### src/hw/rtl/fpf_pkg.sv
// Package for the fingerprint command packet framer: types, step codes and header constants.
package fpf_pkg;

	// Fixed header bytes of every command packet.
	localparam logic [7:0] HDR_FIRST  = 8'hEF;
	localparam logic [7:0] HDR_SECOND = 8'h01;

	// Reset value of the device address register.
	localparam logic [31:0] ADDR_RESET = 32'hFFFF_FFFF;

	// Output sequence steps for one input word.
	typedef enum logic [3:0] {
		STEP_HDR0    = 4'd0,
		STEP_HDR1    = 4'd1,
		STEP_ADDR0   = 4'd2,
		STEP_ADDR1   = 4'd3,
		STEP_ADDR2   = 4'd4,
		STEP_ADDR3   = 4'd5,
		STEP_ID      = 4'd6,
		STEP_LEN_HI  = 4'd7,
		STEP_LEN_LO  = 4'd8,
		STEP_PAYLOAD = 4'd9,
		STEP_SUM_HI  = 4'd10,
		STEP_SUM_LO  = 4'd11
	} step_t;

	// Everything the sequencer needs to emit the bytes caused by one input word.
	typedef struct packed {
		logic        start;     // word opens a packet, header goes first
		logic        last;      // word closes a packet, checksum follows
		logic [7:0]  id;
		logic [8:0]  field;     // length field, payload length plus two
		logic [7:0]  data;
		logic [15:0] sum;       // checksum including this word
	} item_t;

endpackage

### src/hw/rtl/fpf_pkt_state.sv
// Packet state of the framer: open flag, bytes left and running checksum.
module fpf_pkt_state
	import fpf_pkg::*;
#(
	parameter int MAX_PAYLOAD = 128
) (
	input  logic        clk,
	input  logic        arst_n,
	input  logic        accept,
	input  logic [7:0]  packet_id,
	input  logic [7:0]  payload_length,
	input  logic [7:0]  payload_byte,
	output item_t       item
);

	localparam logic [7:0] MAX_LEN = 8'(MAX_PAYLOAD);

	logic        in_packet_q;
	logic [7:0]  bytes_left_q;
	logic [15:0] sum_q;

	logic [7:0]  len_sat;
	logic [8:0]  field;
	logic [15:0] sum_base;
	logic [7:0]  left_base;
	logic [15:0] sum_new;
	logic [7:0]  left_new;

	// Clamp the sampled length into the legal range and build the packet plan.
	always_comb begin
		len_sat = payload_length;
		if (len_sat == 8'd0) begin
			len_sat = 8'd1;
		end
		if (len_sat > MAX_LEN) begin
			len_sat = MAX_LEN;
		end
		field = {1'b0, len_sat} + 9'd2;
		if (in_packet_q) begin
			sum_base  = sum_q;
			left_base = bytes_left_q;
		end else begin
			sum_base  = {8'd0, packet_id} + {15'd0, field[8]} + {8'd0, field[7:0]};
			left_base = len_sat;
		end
		sum_new  = sum_base + {8'd0, payload_byte};
		left_new = left_base - 8'd1;

		item.start = !in_packet_q;
		item.last  = (left_new == 8'd0);
		item.id    = packet_id;
		item.field = field;
		item.data  = payload_byte;
		item.sum   = sum_new;
	end

	// Commit the packet state when a word is taken.
	always_ff @(posedge clk or negedge arst_n) begin
		if (!arst_n) begin
			in_packet_q  <= 1'b0;
			bytes_left_q <= 8'd0;
			sum_q        <= 16'd0;
		end else if (accept) begin
			in_packet_q  <= !item.last;
			bytes_left_q <= left_new;
			sum_q        <= item.last ? 16'd0 : sum_new;
		end
	end

endmodule

### src/hw/rtl/fingerprint_cmd_packet_framer.sv
// Top level of the fingerprint command packet framer.
//
// Usage: each word on the slave stream is one payload byte of a command.
// On the first word of a packet the block emits 0xEF 0x01, the four address
// bytes (least significant first), the id and the big-endian length field
// (payload length plus two), then the byte itself. Middle bytes pass through.
// After the last byte a 16-bit big-endian wrapping checksum follows.
// Throughput: one output word per cycle while m_tready is high. A middle byte
// emits itself; a packet's first byte emits header, address, id and length
// first, and a last byte adds the two checksum bytes, all from one sequencer.
// An input word is captured in the item register, then its first output
// word enters the output register once that is free. The next input word is
// taken while the last output word of the current one enters that register.
// Stall: when m_tready is low the output register holds and the sequencer
// and input side wait; nothing is dropped.
// Reset: no packet open, address register 0xFFFFFFFF. cfg_we writes the
// address; write it only while the block is idle.
module fingerprint_cmd_packet_framer
	import fpf_pkg::*;
#(
	parameter int MAX_PAYLOAD = 128
) (
	input  logic        clk,
	input  logic        arst_n,
	input  logic        cfg_we,
	input  logic [31:0] cfg_wdata,
	input  logic        s_tvalid,
	output logic        s_tready,
	input  logic [23:0] s_tdata,   // packet_id, payload_length, payload_byte
	output logic        m_tvalid,
	input  logic        m_tready,
	output logic [7:0]  m_tdata,   // out_byte
	output logic        m_tuser,   // packet_end
	output logic        m_tlast    // run_end
);

	logic [31:0] module_address_q;
	item_t       item_next;
	item_t       item_q;
	logic        item_valid_q;
	step_t       step_q;
	step_t       step_last;
	logic        s_accept;
	logic        load;
	logic        item_done;
	logic [7:0]  byte_sel;

	logic        out_valid_q;
	logic [7:0]  out_byte_q;
	logic        out_pend_q;
	logic        out_last_q;

	// Device address register.
	always_ff @(posedge clk or negedge arst_n) begin
		if (!arst_n) begin
			module_address_q <= ADDR_RESET;
		end else if (cfg_we) begin
			module_address_q <= cfg_wdata;
		end
	end

	fpf_pkt_state #(
		.MAX_PAYLOAD(MAX_PAYLOAD)
	) u_state (
		.clk           (clk),
		.arst_n        (arst_n),
		.accept        (s_accept),
		.packet_id     (s_tdata[7:0]),
		.payload_length(s_tdata[15:8]),
		.payload_byte  (s_tdata[23:16]),
		.item          (item_next)
	);

	// Handshake and sequencing control.
	always_comb begin
		step_last = item_q.last ? STEP_SUM_LO : STEP_PAYLOAD;
		load      = item_valid_q && (!out_valid_q || m_tready);
		item_done = load && (step_q == step_last);
		s_tready  = !item_valid_q || item_done;
		s_accept  = s_tvalid && s_tready;
	end

	// Pick the byte for the current step.
	always_comb begin
		case (step_q)
			STEP_HDR0:    byte_sel = HDR_FIRST;
			STEP_HDR1:    byte_sel = HDR_SECOND;
			STEP_ADDR0:   byte_sel = module_address_q[7:0];
			STEP_ADDR1:   byte_sel = module_address_q[15:8];
			STEP_ADDR2:   byte_sel = module_address_q[23:16];
			STEP_ADDR3:   byte_sel = module_address_q[31:24];
			STEP_ID:      byte_sel = item_q.id;
			STEP_LEN_HI:  byte_sel = {7'd0, item_q.field[8]};
			STEP_LEN_LO:  byte_sel = item_q.field[7:0];
			STEP_PAYLOAD: byte_sel = item_q.data;
			STEP_SUM_HI:  byte_sel = item_q.sum[15:8];
			STEP_SUM_LO:  byte_sel = item_q.sum[7:0];
			default:      byte_sel = item_q.data;
		endcase
	end

	// Item register and step counter.
	always_ff @(posedge clk or negedge arst_n) begin
		if (!arst_n) begin
			item_valid_q <= 1'b0;
			step_q       <= STEP_HDR0;
		end else if (s_accept) begin
			item_valid_q <= 1'b1;
			step_q       <= item_next.start ? STEP_HDR0 : STEP_PAYLOAD;
		end else if (item_done) begin
			item_valid_q <= 1'b0;
		end else if (load) begin
			step_q <= step_t'(step_q + 4'd1);
		end
	end

	always_ff @(posedge clk) begin
		if (s_accept) begin
			item_q <= item_next;
		end
	end

	// Output register.
	always_ff @(posedge clk or negedge arst_n) begin
		if (!arst_n) begin
			out_valid_q <= 1'b0;
		end else if (load) begin
			out_valid_q <= 1'b1;
		end else if (m_tready) begin
			out_valid_q <= 1'b0;
		end
	end

	always_ff @(posedge clk) begin
		if (load) begin
			out_byte_q <= byte_sel;
			out_pend_q <= (step_q == STEP_SUM_LO);
			out_last_q <= (step_q == step_last);
		end
	end

	assign m_tvalid = out_valid_q;
	assign m_tdata  = out_byte_q;
	assign m_tuser  = out_pend_q;
	assign m_tlast  = out_last_q;

`ifndef SYNTHESIS
	// The low checksum byte always closes the run of its input word.
	a_pend_is_last: assert property (@(posedge clk) disable iff (!arst_n)
		m_tvalid && m_tuser |-> m_tlast)
		else $error("packet end without run end");

	// With no word in the sequencer the input side must be open.
	a_ready_idle: assert property (@(posedge clk) disable iff (!arst_n)
		!item_valid_q |-> s_tready)
		else $error("input stalled with empty sequencer");

	// The step counter never runs past the low checksum byte.
	a_step_range: assert property (@(posedge clk) disable iff (!arst_n)
		item_valid_q |-> (step_q <= STEP_SUM_LO))
		else $error("step counter out of range");

	// A word that continues a packet goes straight to the payload step.
	a_mid_step: assert property (@(posedge clk) disable iff (!arst_n)
		s_accept && !item_next.start |=> (step_q == STEP_PAYLOAD))
		else $error("continuation word did not start at payload");
`endif

endmodule

### config.mk
export PLATFORM = sky130hd
export DESIGN_NAME = fingerprint_cmd_packet_framer
export DESIGN_NICKNAME = d
export VERILOG_FILES = /design/src/hw/rtl/fpf_pkg.sv /design/src/hw/rtl/fpf_pkt_state.sv /design/src/hw/rtl/fingerprint_cmd_packet_framer.sv
export SDC_FILE = /design/constraint.sdc
export NUM_CORES = 1
export LEC_CHECK = 0
export ABC_AREA = 1
export BUFFER_PORTS_ARGS = -buffer_cell sky130_fd_sc_hd__buf_4
export CORE_MARGIN = 2
export CORE_UTILIZATION = 63
export DETAILED_ROUTE_END_ITERATION = 7
export GPL_TIMING_DRIVEN = 0
export MAX_ROUTING_LAYER = met4
export PLACE_DENSITY = 0.85
export RECOVER_POWER = 50
export SETUP_SLACK_MARGIN = 0.02
export SLEW_MARGIN = 25
export SYNTH_ARGS = -nofsm -noshare
export SYNTH_HDL_FRONTEND = slang
export SYNTH_SLANG_ARGS = --single-unit
### constraint.sdc
create_clock -name clk -period 8.1 [get_ports clk]
set_input_delay 0.405 -clock clk [delete_from_list [all_inputs] [get_ports clk]]
set_output_delay 0.405 -clock clk [all_outputs]
set_load 0.02 [all_outputs]
# --- Word-level counts from Yosys, hierarchy flattened ---
# Index checks and enable logic that the tools add are counted.
# W data, S select, Z words.
word_totals:
  register_bits: 115
  elab_cells: 64
classes:
  mux: 15
  n_reduce_logical: 15
  add_sub_neg: 6
  order_cmp: 1
  n_eq_ne: 12
op_table:
  columns: ["operator", "n"]
  rows:
  - ["$pmux W8 S11", 1]
  - ["$add A16 B8 Y16", 2]
  - ["$mux W16", 2]
  - ["$mux W8", 3]
  - ["$eq A4 B3 Y1 const B", 4]
  - ["$logic_not A8 Y1", 2]
  - ["$mux W4", 4]
  - ["$eq A4 B4 Y1 const B", 3]
  - ["$add A8 B1 Y9", 1]
  - ["$add A8 B2 Y9 const B", 1]
  - ["$eq A4 B2 Y1 const B", 2]
  - ["$gt A8 B8 Y1 const B", 1]
  - ["$sub A8 B1 Y8 const B", 1]
  - ["$reduce_bool A2 Y1", 3]
  - ["$add A4 B1 Y4 const B", 1]
  - ["$eq A4 B1 Y1 const B", 1]
  - ["$eq A4 B4 Y1", 1]
  - ["$logic_not A4 Y1", 1]
  - ["$mux W1", 4]
  - ["$logic_and A1 B1 Y1", 3]
  - ["$logic_not A1 Y1", 3]
  - ["$logic_or A1 B1 Y1", 2]
  - ["$mux W2", 1]
  - ["$ne A2 B2 Y1 const B", 1]
  - ["$reduce_and A2 Y1", 1]

# --- Depth between registers and ports, before layout ---
# Gate-level depths: netlist of the first run.
logic_depth:
  word_depth: 10
  mapped_depth: 29

# --- Hierarchy ---
# A second synthesis of the first run with hierarchy kept.
unflattened:
  hier_cells: 761
  area_unflattened_um2: 6561.3
modules_own_cells:
  columns: ["mod", "seq_area_each_um2", "n_inst", "cells_each", "area_each_um2"]
  rows:
  - ["fingerprint_cmd_packet_framer", 2552.4, 1, 367, 3921.3]
  - ["fpf_pkt_state", 625.6, 1, 394, 2640.0]

# --- Worst setup path before layout of the first run ---
# No wires, ideal clock.
synth_timing:
  path_kind: "input to register"
  start: "in s_tdata[12]"
  end: "reg item_q[15] (netlist bit) (data pin)"
  path_slack_ns: 4.556
  stages: 26
  arrival_time_ns: 3.293
  setup_ns: 0.251
  cell_sequence: "nor2_1 > nand2_1 > o21ai_2 > nand2_1 > xnor2_1 > ha_1 > or2_2 > nand2_1 > nor2_1 > nor2_1 > xor2_1 > nand2_1 > o21ai_0 > inv_1 > ha_1 > inv_1 > o21bai_1 > nor2_1 > nand2_1 > nand2_1 > nand2_1 > nand3_1 > nor2_1 > nand2_1 > nand2_1 > inv_1"
synth_lines:
  columns: ["element", "line_no", "text"]
  rows:
  - ["start, declared", "fingerprint_cmd_packet_framer.sv:29", "input logic [23:0] s_tdata,"]
  - ["end signal, assigned", "fingerprint_cmd_packet_framer.sv:119", "item_q <= item_next;"]
  - ["end, declared", "fingerprint_cmd_packet_framer.sv:39", "item_t item_q;"]

==> results of run 1 <==
[flip-flops by register name (all words and copies together) (netlist names)]
register,flops
item_q,42
item_valid_q,1
m_tdata,8
m_tlast,1
m_tuser,1
m_tvalid,1
module_address_q,32
step_q,4
u_state.bytes_left_q,8
u_state.in_packet_q,1
u_state.sum_q,16
[cell usage after synthesis (2+ instances only)]
master,number,area [µm²]
nand2_1,189,709
inv_1,107,402
o21ai_0,61,305
edfxtp_1,52,1560
nor2_1,47,176
nand3_1,34,170
dfstp_2,32,841
dfrtp_1,31,776
ha_1,25,313
a21oi_1,18,90.1
xor2_1,18,158
nand4_1,13,81.3
nand2_2,11,68.8
o21ai_1,7,35.0
o22ai_1,7,43.8
clkbuf_1,6,22.5
mux2_2,6,67.6
o21ai_2,6,52.6
buf_2,5,25.0
inv_2,5,18.8
xnor2_1,5,43.8
a221oi_1,4,35.0
nor2_2,4,25.0
a211oi_1,3,22.5
nor2_4,3,33.8
nor3_1,3,15.0
or2_2,3,18.8
a2111oi_0,2,17.5
a31oi_1,2,12.5
buf_6,2,22.5
fa_1,2,40.0
nand3_2,2,20.0
o211ai_1,2,15.0
o21bai_1,2,15.0
[worst max path at each step]
stage                             to  slack, ns  cells past startpoint
final                     item_q[14]       3.89                     25
after global routing      item_q[15]       3.47                     27
after CTS                 item_q[15]       4.31                     27
after detailed placement  item_q[15]       3.77                     27
after global placement    item_q[15]       3.88                     27
after floorplan           item_q[15]       4.56                     26
[critical path, cell delays in order]
cell	delay, ns
clkbuf_1	0.15
nor2_1	0.16
nand2_1	0.08
o21ai_0	0.49
nand2_1	0.13
xnor2_1	0.33
ha_1	0.34
or2_2	0.32
nand2_1	0.12
nor2_1	0.05
nor2_1	0.13
xor2_1	0.19
nand2_1	0.07
o21ai_0	0.08
inv_1	0.08
ha_1	0.33
nand2_1	0.06
nor3_1	0.15
nand2_1	0.07
nand3_1	0.17
nand2_1	0.08
nor2_1	0.19
nand4_1	0.17
nand2_1	0.11
inv_1	0.04
[power groups by stage]
stage	combinational, W	clock, W	sequential, W
5_1_grt	0.00122	0.000741	0.000912
4_1_cts	0.00109	0.000713	0.000897
6_report	0.00110	0.000709	0.000900
3_5_place_dp	0.00107	0	0.000904
2_1_floorplan	0.000732	0	0.000921
3_3_place_gp	0.00104	0	0.000896
[cells by family after synthesis]
logic type / count (synthesis) / share of synthesized area, %
AND/OR/NAND/NOR: 312 / 21.2
buffers and inverters: 126 / 7.79
AO/OA/AOI/OAI: 120 / 11.0
flip-flops: 115 / 50.1
adder cells (fa/ha/maj): 27 / 5.56
XOR/XNOR: 23 / 3.17
multiplexers: 6 / 1.06
other: 1 / 0.0591
[area by class of cell]
cell class	count	area [µm²]	area share, %
buffer	14	73.8	0.977
clock inverter	7	40.0	0.530
timing repair buffer	72	472	6.24
tap	133	166	2.20
multi-input combinational	490	2670	35.3
clock buffer	25	538	7.12
sequential	115	3180	42.1
inverter	112	420	5.56
[per-stage QoR]
| stage | hold slack (ns) | utilization, % |
|---|---|---|
| 6_report | 0.104 | 77.3 |
| 3_3_place_gp | 0.459 | 72.1 |
| 5_1_grt | 0.101 | 77.3 |
| 4_1_cts | 0.0682 | 78.1 |
| 3_5_place_dp | 0.467 | 72.1 |
| 2_1_floorplan | 0.109 | - |
[routing by layer]
layer  vias to the layer above  global-route usage, %
met5                         -                      -
met4                         0                   13.9
met3                        58                   6.89
met2                       269                   50.1
met1                      2536                   40.2
li1                       2587                      -
[layout by cell type (no fill, tap or decap), types with 7 or more instances in the layout]
cell,Yosys,layout
o22ai_1,7,7
dfrtp_1,31,31
dfstp_2,32,32
buf_4,0,52
a21oi_1,18,18
ha_1,25,25
clkbuf_1,6,28
nand2_2,11,11
o21ai_1,7,7
nand2_1,189,189
clkbuf_16,0,19
nor2_1,47,48
xor2_1,18,18
edfxtp_1,52,52
nand3_1,34,34
o21ai_0,61,62
nand4_1,13,13
inv_1,107,107
==> qor.csv, run 1 <==
stage,metric,value,unit
outcome,status,"complete, but fails checks",
outcome,failing checks,"design-rule violations, max-capacitance violations, max-slew violations",
critical_path,Startpoint Class,primary input,
power_and_ir_drop,Switching Fraction,39.3,%
floorplan,floorplan row count,36,
detailed_routing,total wire length,16100,µm
floorplan,total die area,10900,µm²
critical_path,CP Max Fanout,6,
power_and_ir_drop,sequential power share,33.2,%
place,"Cell Area, Placed",7050,µm²
global_routing,GRT Overall Usage,31.9,%
synthesis,"Primary FF master, synth",edfxtp_1,
sta,period utilization,52.0,%
synthesis,Mapped Cells,730,
place,routability cong.,0.920,
place,Post-Place Cells,935,
sta,final worst slack,3.89,ns
sta,RSZ-0062 raised after global routing,no,
detailed_routing,M1 wire length,6590,µm
cells_and_area,Area Overhead vs Synth,19.0,%
clock_tree,CTS Hold Buffers Added,1,
floorplan,Die Y,104,µm
sta,Fin. Hold Viols,0,
place,Port Buffers,71,
clock_tree,Num CTS Buffers,17,
critical_path,Reg2Reg Depth,17,
sta,final max-slew violation count,64,
power_and_ir_drop,overall power,0.00271,W
critical_path,Reg2Reg Setup Slack,5.00,ns
detailed_routing,DRT antenna net count,0,
power_and_ir_drop,Cell Pwr Density,359,nW/µm²
sta,Fmax,238,MHz
synthesis,yosys warns,0,
hold_path,hold path endpoint,module_address_q[6],
global_routing,gr ovfl total,0,
synthesis,#FFs+latches synth,115,
clock_tree,CTS Buffer Depth,2,
clock_tree,TritonCTS clock tree,done,
synthesis,register area share after synthesis,50.1,%
detailed_routing,Detailed Routing Iterations Pass 1,8,
sta,Worst slew margin,-132,%
clock_tree,"Gates resized, CTS repair",0,
place,dpl ws,3.77,ns
detailed_routing,routed len/inst,16.6,µm
critical_path,Critical Path AT,4.49,ns
power_and_ir_drop,Static Leak,3.51,nW
critical_path,crit path from,s_tdata[12],
floorplan,I/O Pins,73,
detailed_routing,DR iter-0 viols,459,
global_routing,largest net degree at the start of global routing,64,
global_routing,vias in the first global route,5439,
critical_path,FF-to-FF End,item_q[14],
floorplan,Core Area,9770,µm²
detailed_routing,routed wl met2,7640,µm
global_routing,initial antenna violation count,0,
critical_path,Reg-to-Reg Start,u_state.in_packet_q,
global_routing,first-pass GRT wire length,26300,µm
synthesis,Synth Area per Inst,8.69,µm²
sta,post-route clock skew,0.0117,ns
detailed_routing,DRC Markers,1,
detailed_routing,Vias,5450,
hold_path,worst hold path class,in -> reg,
floorplan,Die X,104,µm
power_and_ir_drop,Clock power frac,26.2,%
critical_path,endpoint class of the critical path,flip-flop,
detailed_routing,top sig layer,met4,
clock_tree,clock root buffer,clkbuf_8,
cells_and_area,design area,7560,µm²
power_and_ir_drop,maximum vdd drop,0.192,mV
cells_and_area,nets,910,
sta,Least-Margin Pin Slew,3.49,ns
cells_and_area,Fill cells,640,
clock_tree,Worst-Skew Late Latency,0.52,ns
cells_and_area,layout cells sized above 1,19.3,%
synthesis,"EDFF count, synth",52,
critical_path,Worst Path Required,8.38,ns
clock_tree,clk slew on worst S/H paths,0.06,ns
cells_and_area,Ant. Diodes,0,
clock_tree,CTS Sinks,115,
cells_and_area,fin cells,968,
synthesis,async set-reset flop share out of synthesis,54.8,%
power_and_ir_drop,Cell Int Power,0.00165,W
hold_path,hold wc startpoint,cfg_wdata[6],
synthesis,Mapped Area,6350,µm²
run,max cap viols,1,
floorplan,Starting Density,64.9,%
sta,# setup viols final,0,
detailed_routing,Vias per Instance,5.63,
sta,Setup TNS,0,ns
sta,Final Critical Period,4.21,ns
critical_path,Crit Path Class,in -> reg,
clock_tree,CTS H-tree lvls,4,
place,HPWL reported at the end of detailed placement,11500,µm
power_and_ir_drop,sw power,0.00106,W
synthesis,Synth cell types,45,
power_and_ir_drop,combinational power share,40.6,%
clock_tree,post-CTS setup buffers,0,
detailed_routing,met3 WL post-DR,1260,µm
hold_path,worst hold stages,3,
(Power assumes the default switching activity.)
==> run 2: changes to the inputs <==
--- a/config.mk
+++ b/config.mk
@@ -5,14 +5,14 @@
 export SDC_FILE = /design/constraint.sdc
 export NUM_CORES = 1
 export LEC_CHECK = 0
-export ABC_AREA = 1
+export ABC_AREA = 0
 export BUFFER_PORTS_ARGS = -buffer_cell sky130_fd_sc_hd__buf_4
 export CORE_MARGIN = 2
-export CORE_UTILIZATION = 63
+export CORE_UTILIZATION = 59
 export DETAILED_ROUTE_END_ITERATION = 7
 export GPL_TIMING_DRIVEN = 0
 export MAX_ROUTING_LAYER = met4
-export PLACE_DENSITY = 0.85
+export PLACE_DENSITY = 0.8
 export RECOVER_POWER = 50
 export SETUP_SLACK_MARGIN = 0.02
 export SLEW_MARGIN = 25
==> constraint.sdc (replaced) <==
create_clock -name clk -period 4.3 [get_ports clk]
set_input_delay 0.215 -clock clk [delete_from_list [all_inputs] [get_ports clk]]
set_output_delay 0.215 -clock clk [all_outputs]
set_load 0.02 [all_outputs]
==> qor.csv, run 2 <==
stage,metric,value,unit,change
critical_path,Startpoint Class,primary input,,unchanged
place,"Cell Area, Placed",7110,µm²,was 7050 µm²
detailed_routing,DRT antenna net count,0,,unchanged
floorplan,Die X,108,µm,was 104 µm
sta,Fin. Hold Viols,0,,unchanged
clock_tree,clk slew on worst S/H paths,0.06,ns,about the same
critical_path,endpoint class of the critical path,flip-flop,,unchanged
floorplan,floorplan row count,38,,was 36
clock_tree,Worst-Skew Late Latency,0.54,ns,was 0.52 ns
power_and_ir_drop,Switching Fraction,37.6,%,was 39.3%
power_and_ir_drop,Cell Pwr Density,634,nW/µm²,was 359 nW/µm²
cells_and_area,max reg flops,42,,unchanged
sta,Final Critical Period,4.14,ns,
floorplan,total die area,11700,µm²,was 10900 µm²
place,HPWL reported at the end of detailed placement,11700,µm,was 11500 µm
sta,Fmax,241,MHz,
cells_and_area,"commonest cells after routing, fill and taps aside","56 x nand2_1, 54 x buf_4, 52 x edfxtp_1",,"was 189 x nand2_1, 107 x inv_1, 62 x o21ai_0"
critical_path,CP Max Fanout,6,,unchanged
critical_path,Worst Path Required,4.57,ns,was 8.38 ns
place,Port Buffers,71,,unchanged
sta,# setup viols final,0,,unchanged
cells_and_area,Area Overhead vs Synth,27.7,%,was 19.0%
cells_and_area,design area,8160,µm²,was 7560 µm²
cells_and_area,nets,795,,was 910
global_routing,vias in the first global route,5237,,was 5439
cells_and_area,Ant. Diodes,0,,unchanged
sta,Worst slew margin,-135,%,was -132%
hold_path,worst hold path class,in -> reg,,unchanged
critical_path,Crit Path Class,in -> reg,,unchanged
clock_tree,clock root buffer,clkbuf_8,,unchanged
clock_tree,CTS Buffer Depth,2,,unchanged
sta,Setup TNS,0,ns,unchanged
clock_tree,Num CTS Buffers,17,,unchanged
power_and_ir_drop,Cell Int Power,0.00323,W,was 0.00165 W
synthesis,leading area contributor after synthesis,edfxtp_1,,unchanged
hold_path,worst hold stages,2,,was 3
synthesis,"EDFF count, synth",52,,unchanged
synthesis,Yosys top cell area share,24.4,%,was 24.6%
detailed_routing,DR iter-0 viols,385,,was 459
synthesis,Synth cell types,74,,was 45
synthesis,Mapped Cells,564,,was 730
synthesis,Mapped Area,6390,µm²,was 6350 µm²
power_and_ir_drop,combinational power share,41.9,%,was 40.6%
critical_path,Reg2Reg Depth,12,,was 17
sta,final max-slew violation count,64,,unchanged
power_and_ir_drop,sw power,0.00195,W,was 0.00106 W
global_routing,gr ovfl total,0,,unchanged
outcome,failing checks,"max-capacitance violations, max-slew violations",,"was design-rule violations, max-capacitance violations, max-slew violations"
place,routability cong.,0.862,,was 0.920
power_and_ir_drop,Clock power frac,26.4,%,was 26.2%
detailed_routing,routed len/inst,20.4,µm,was 16.6 µm
outcome,status,"complete, but fails checks",,unchanged
detailed_routing,Detailed Routing Iterations Pass 1,5,,was 8
sta,post-route clock skew,0.0109,ns,was 0.0117 ns
critical_path,Critical Path AT,4.41,ns,was 4.49 ns
global_routing,GRT Overall Usage,32.7,%,was 31.9%
detailed_routing,DRC Markers,0,,was 1
clock_tree,CTS Sinks,115,,unchanged
detailed_routing,Vias per Instance,6.02,,was 5.63
cells_and_area,"most common cell after layout, fill and taps aside",nand2_1,,unchanged
global_routing,first-pass GRT wire length,27400,µm,was 26300 µm
cells_and_area,layout cells sized above 1,25.3,%,was 19.3%
global_routing,largest net degree at the start of global routing,64,,unchanged
synthesis,async set-reset flop share out of synthesis,54.8,%,unchanged
run,max cap viols,1,,unchanged
synthesis,#FFs+latches synth,115,,unchanged
floorplan,Starting Density,59.8,%,was 64.9%
global_routing,initial antenna violation count,0,,unchanged
synthesis,Synth Area per Inst,11.3,µm²,was 8.69 µm²
detailed_routing,Vias,5173,,was 5450
sta,Least-Margin Pin Slew,3.52,ns,was 3.49 ns
sta,period utilization,96.3,%,
power_and_ir_drop,Static Leak,3.28,nW,was 3.51 nW
cells_and_area,Biggest register,item_q,,unchanged
synthesis,"Primary FF master, synth",edfxtp_1,,unchanged
floorplan,I/O Pins,73,,unchanged
synthesis,register area share after synthesis,49.7,%,was 50.1%
clock_tree,TritonCTS clock tree,done,,unchanged
clock_tree,CTS H-tree lvls,4,,unchanged
power_and_ir_drop,sequential power share,31.7,%,was 33.2%
floorplan,Die Y,108,µm,was 104 µm
floorplan,Core Area,10700,µm²,was 9770 µm²
synthesis,yosys warns,0,,unchanged
synthesis,commonest cells in the netlist,"56 x nand2_1, 52 x edfxtp_1, 42 x nor2_1, 35 x mux2_2, 32 x dfstp_2",,"was 189 x nand2_1, 107 x inv_1, 61 x o21ai_0, 52 x edfxtp_1, 47 x nor2_1"
detailed_routing,total wire length,17500,µm,was 16100 µm
synthesis,most common cell in the synthesized netlist,nand2_1,,unchanged
power_and_ir_drop,maximum vdd drop,0.438,mV,was 0.192 mV
cells_and_area,largest registers,"item_q: 42 flops, module_address_q: 32 flops, u_state.sum_q: 16 flops",,unchanged
synthesis,Area contributors post-synth,"edfxtp_1 24%, dfstp_2 13%, dfrtp_1 12%",,"was edfxtp_1 25%, dfstp_2 13%, dfrtp_1 12%"
## run 2: changes by cell type after synthesis, moves of 11 or more
cell / previous run / this run
a22o_1: 0 / 17
inv_1: 107 / 14
mux2_2: 6 / 35
nand2_1: 189 / 56
nand2_2: 11 / 0
nand3_1: 34 / 16
o21ai_0: 61 / 24
xnor2_1: 5 / 17
## run 2: power groups by stage
stage          Clock, W  Sequential (W)  Combinational (W)
6_report        0.00136         0.00164            0.00217
5_1_grt         0.00143         0.00167            0.00234
4_1_cts         0.00138         0.00163            0.00212
3_5_place_dp          0         0.00165            0.00206
3_3_place_gp          0         0.00164            0.00200
2_1_floorplan         0         0.00166            0.00143
## run 2: kinds of logic after synthesis
kind of cell               share of synthesized area [%]
buffers and inverters                               3.37
adders and majority gates                           5.52
muxes                                               7.75
and+or+nand+nor                                     11.4
AOI/OAI and AO/OA                                   17.0
DFF                                                 49.7
xor gates and xnor gates                            5.20
other                                             0.0586
## run 2: final timing paths
| path | slack (ns) | startpoint | end |
|---|---|---|---|
| max | 0.16 | s_tdata[12] | item_q[11] |
| min in group asynchronous | 1.44 | arst_n | step_q[1] |
| min reg2reg | 0.47 | u_state.sum_q[6] | u_state.sum_q[6] |
| max in group asynchronous | 0.89 | arst_n | u_state.sum_q[13] |
| max reg2reg | 0.78 | u_state.in_packet_q | item_q[11] |
| min | 0.09 | s_tdata[14] | item_q[31] |
## run 2: worst max-delay path: stages
cell       delay [ns]
buf_4            0.14
or3_1            0.44
or4_4            0.46
a21oi_4          0.20
ha_1             0.22
fa_2             0.25
a211oi_2         0.09
o21bai_1         0.14
a21oi_1          0.09
xor2_1           0.23
o21ai_0          0.13
ha_1             0.41
a2111oi_2        0.38
o21ai_1          0.15
a31o_1           0.30
o21a_1           0.14
and4_1           0.23
xnor2_1          0.15
nor2_1           0.05
## run 2: layout make-up
class	instances	area, µm²
Buffer	28	150
Clock buffer	22	433
Clock inverter	10	135
Fill cell	689	2530
Inverter	16	65.1
Multi-Input combinational cell	406	3040
Sequential cell	115	3180
Tap cell	140	175
Timing Repair Buffer	123	991
## run 2: metal layers
layer | track usage (%) | part of all wire [%] | vias to the layer above
li1 | - | - | 2373
met1 | 37.4 | 39 | 2500
met2 | 55.3 | 51 | 248
met3 | 8.26 | 6.5 | 52
met4 | 12.8 | 3.4 | 0
met5 | - | 0 | -
## run 2: timing repair
action	CTS	global route
resized for setup	1	9
hold endpoints to repair	81	0
setup buffers	0	1
hold buffers	51	0
endpoints found under the setup margin	1	8
pin swaps	0	3
## run 2: through the flow
step / hold slack, ns / std cells / setup WS [ns] / util (%) / power (W)
6_report: 0.0931 / 860 / 0.159 / 76.3 / 0.00517
3_3_place_gp: 0.347 / 776 / -0.581 / 66.4 / 0.00364
2_1_floorplan: -0.0806 / 565 / 0.265 / - / 0.00309
3_5_place_dp: 0.360 / 776 / -0.585 / 66.4 / 0.00370
4_1_cts: 0.0680 / 859 / 0.0322 / 76.5 / 0.00513
5_1_grt: 0.0813 / 860 / -0.00326 / 76.3 / 0.00543
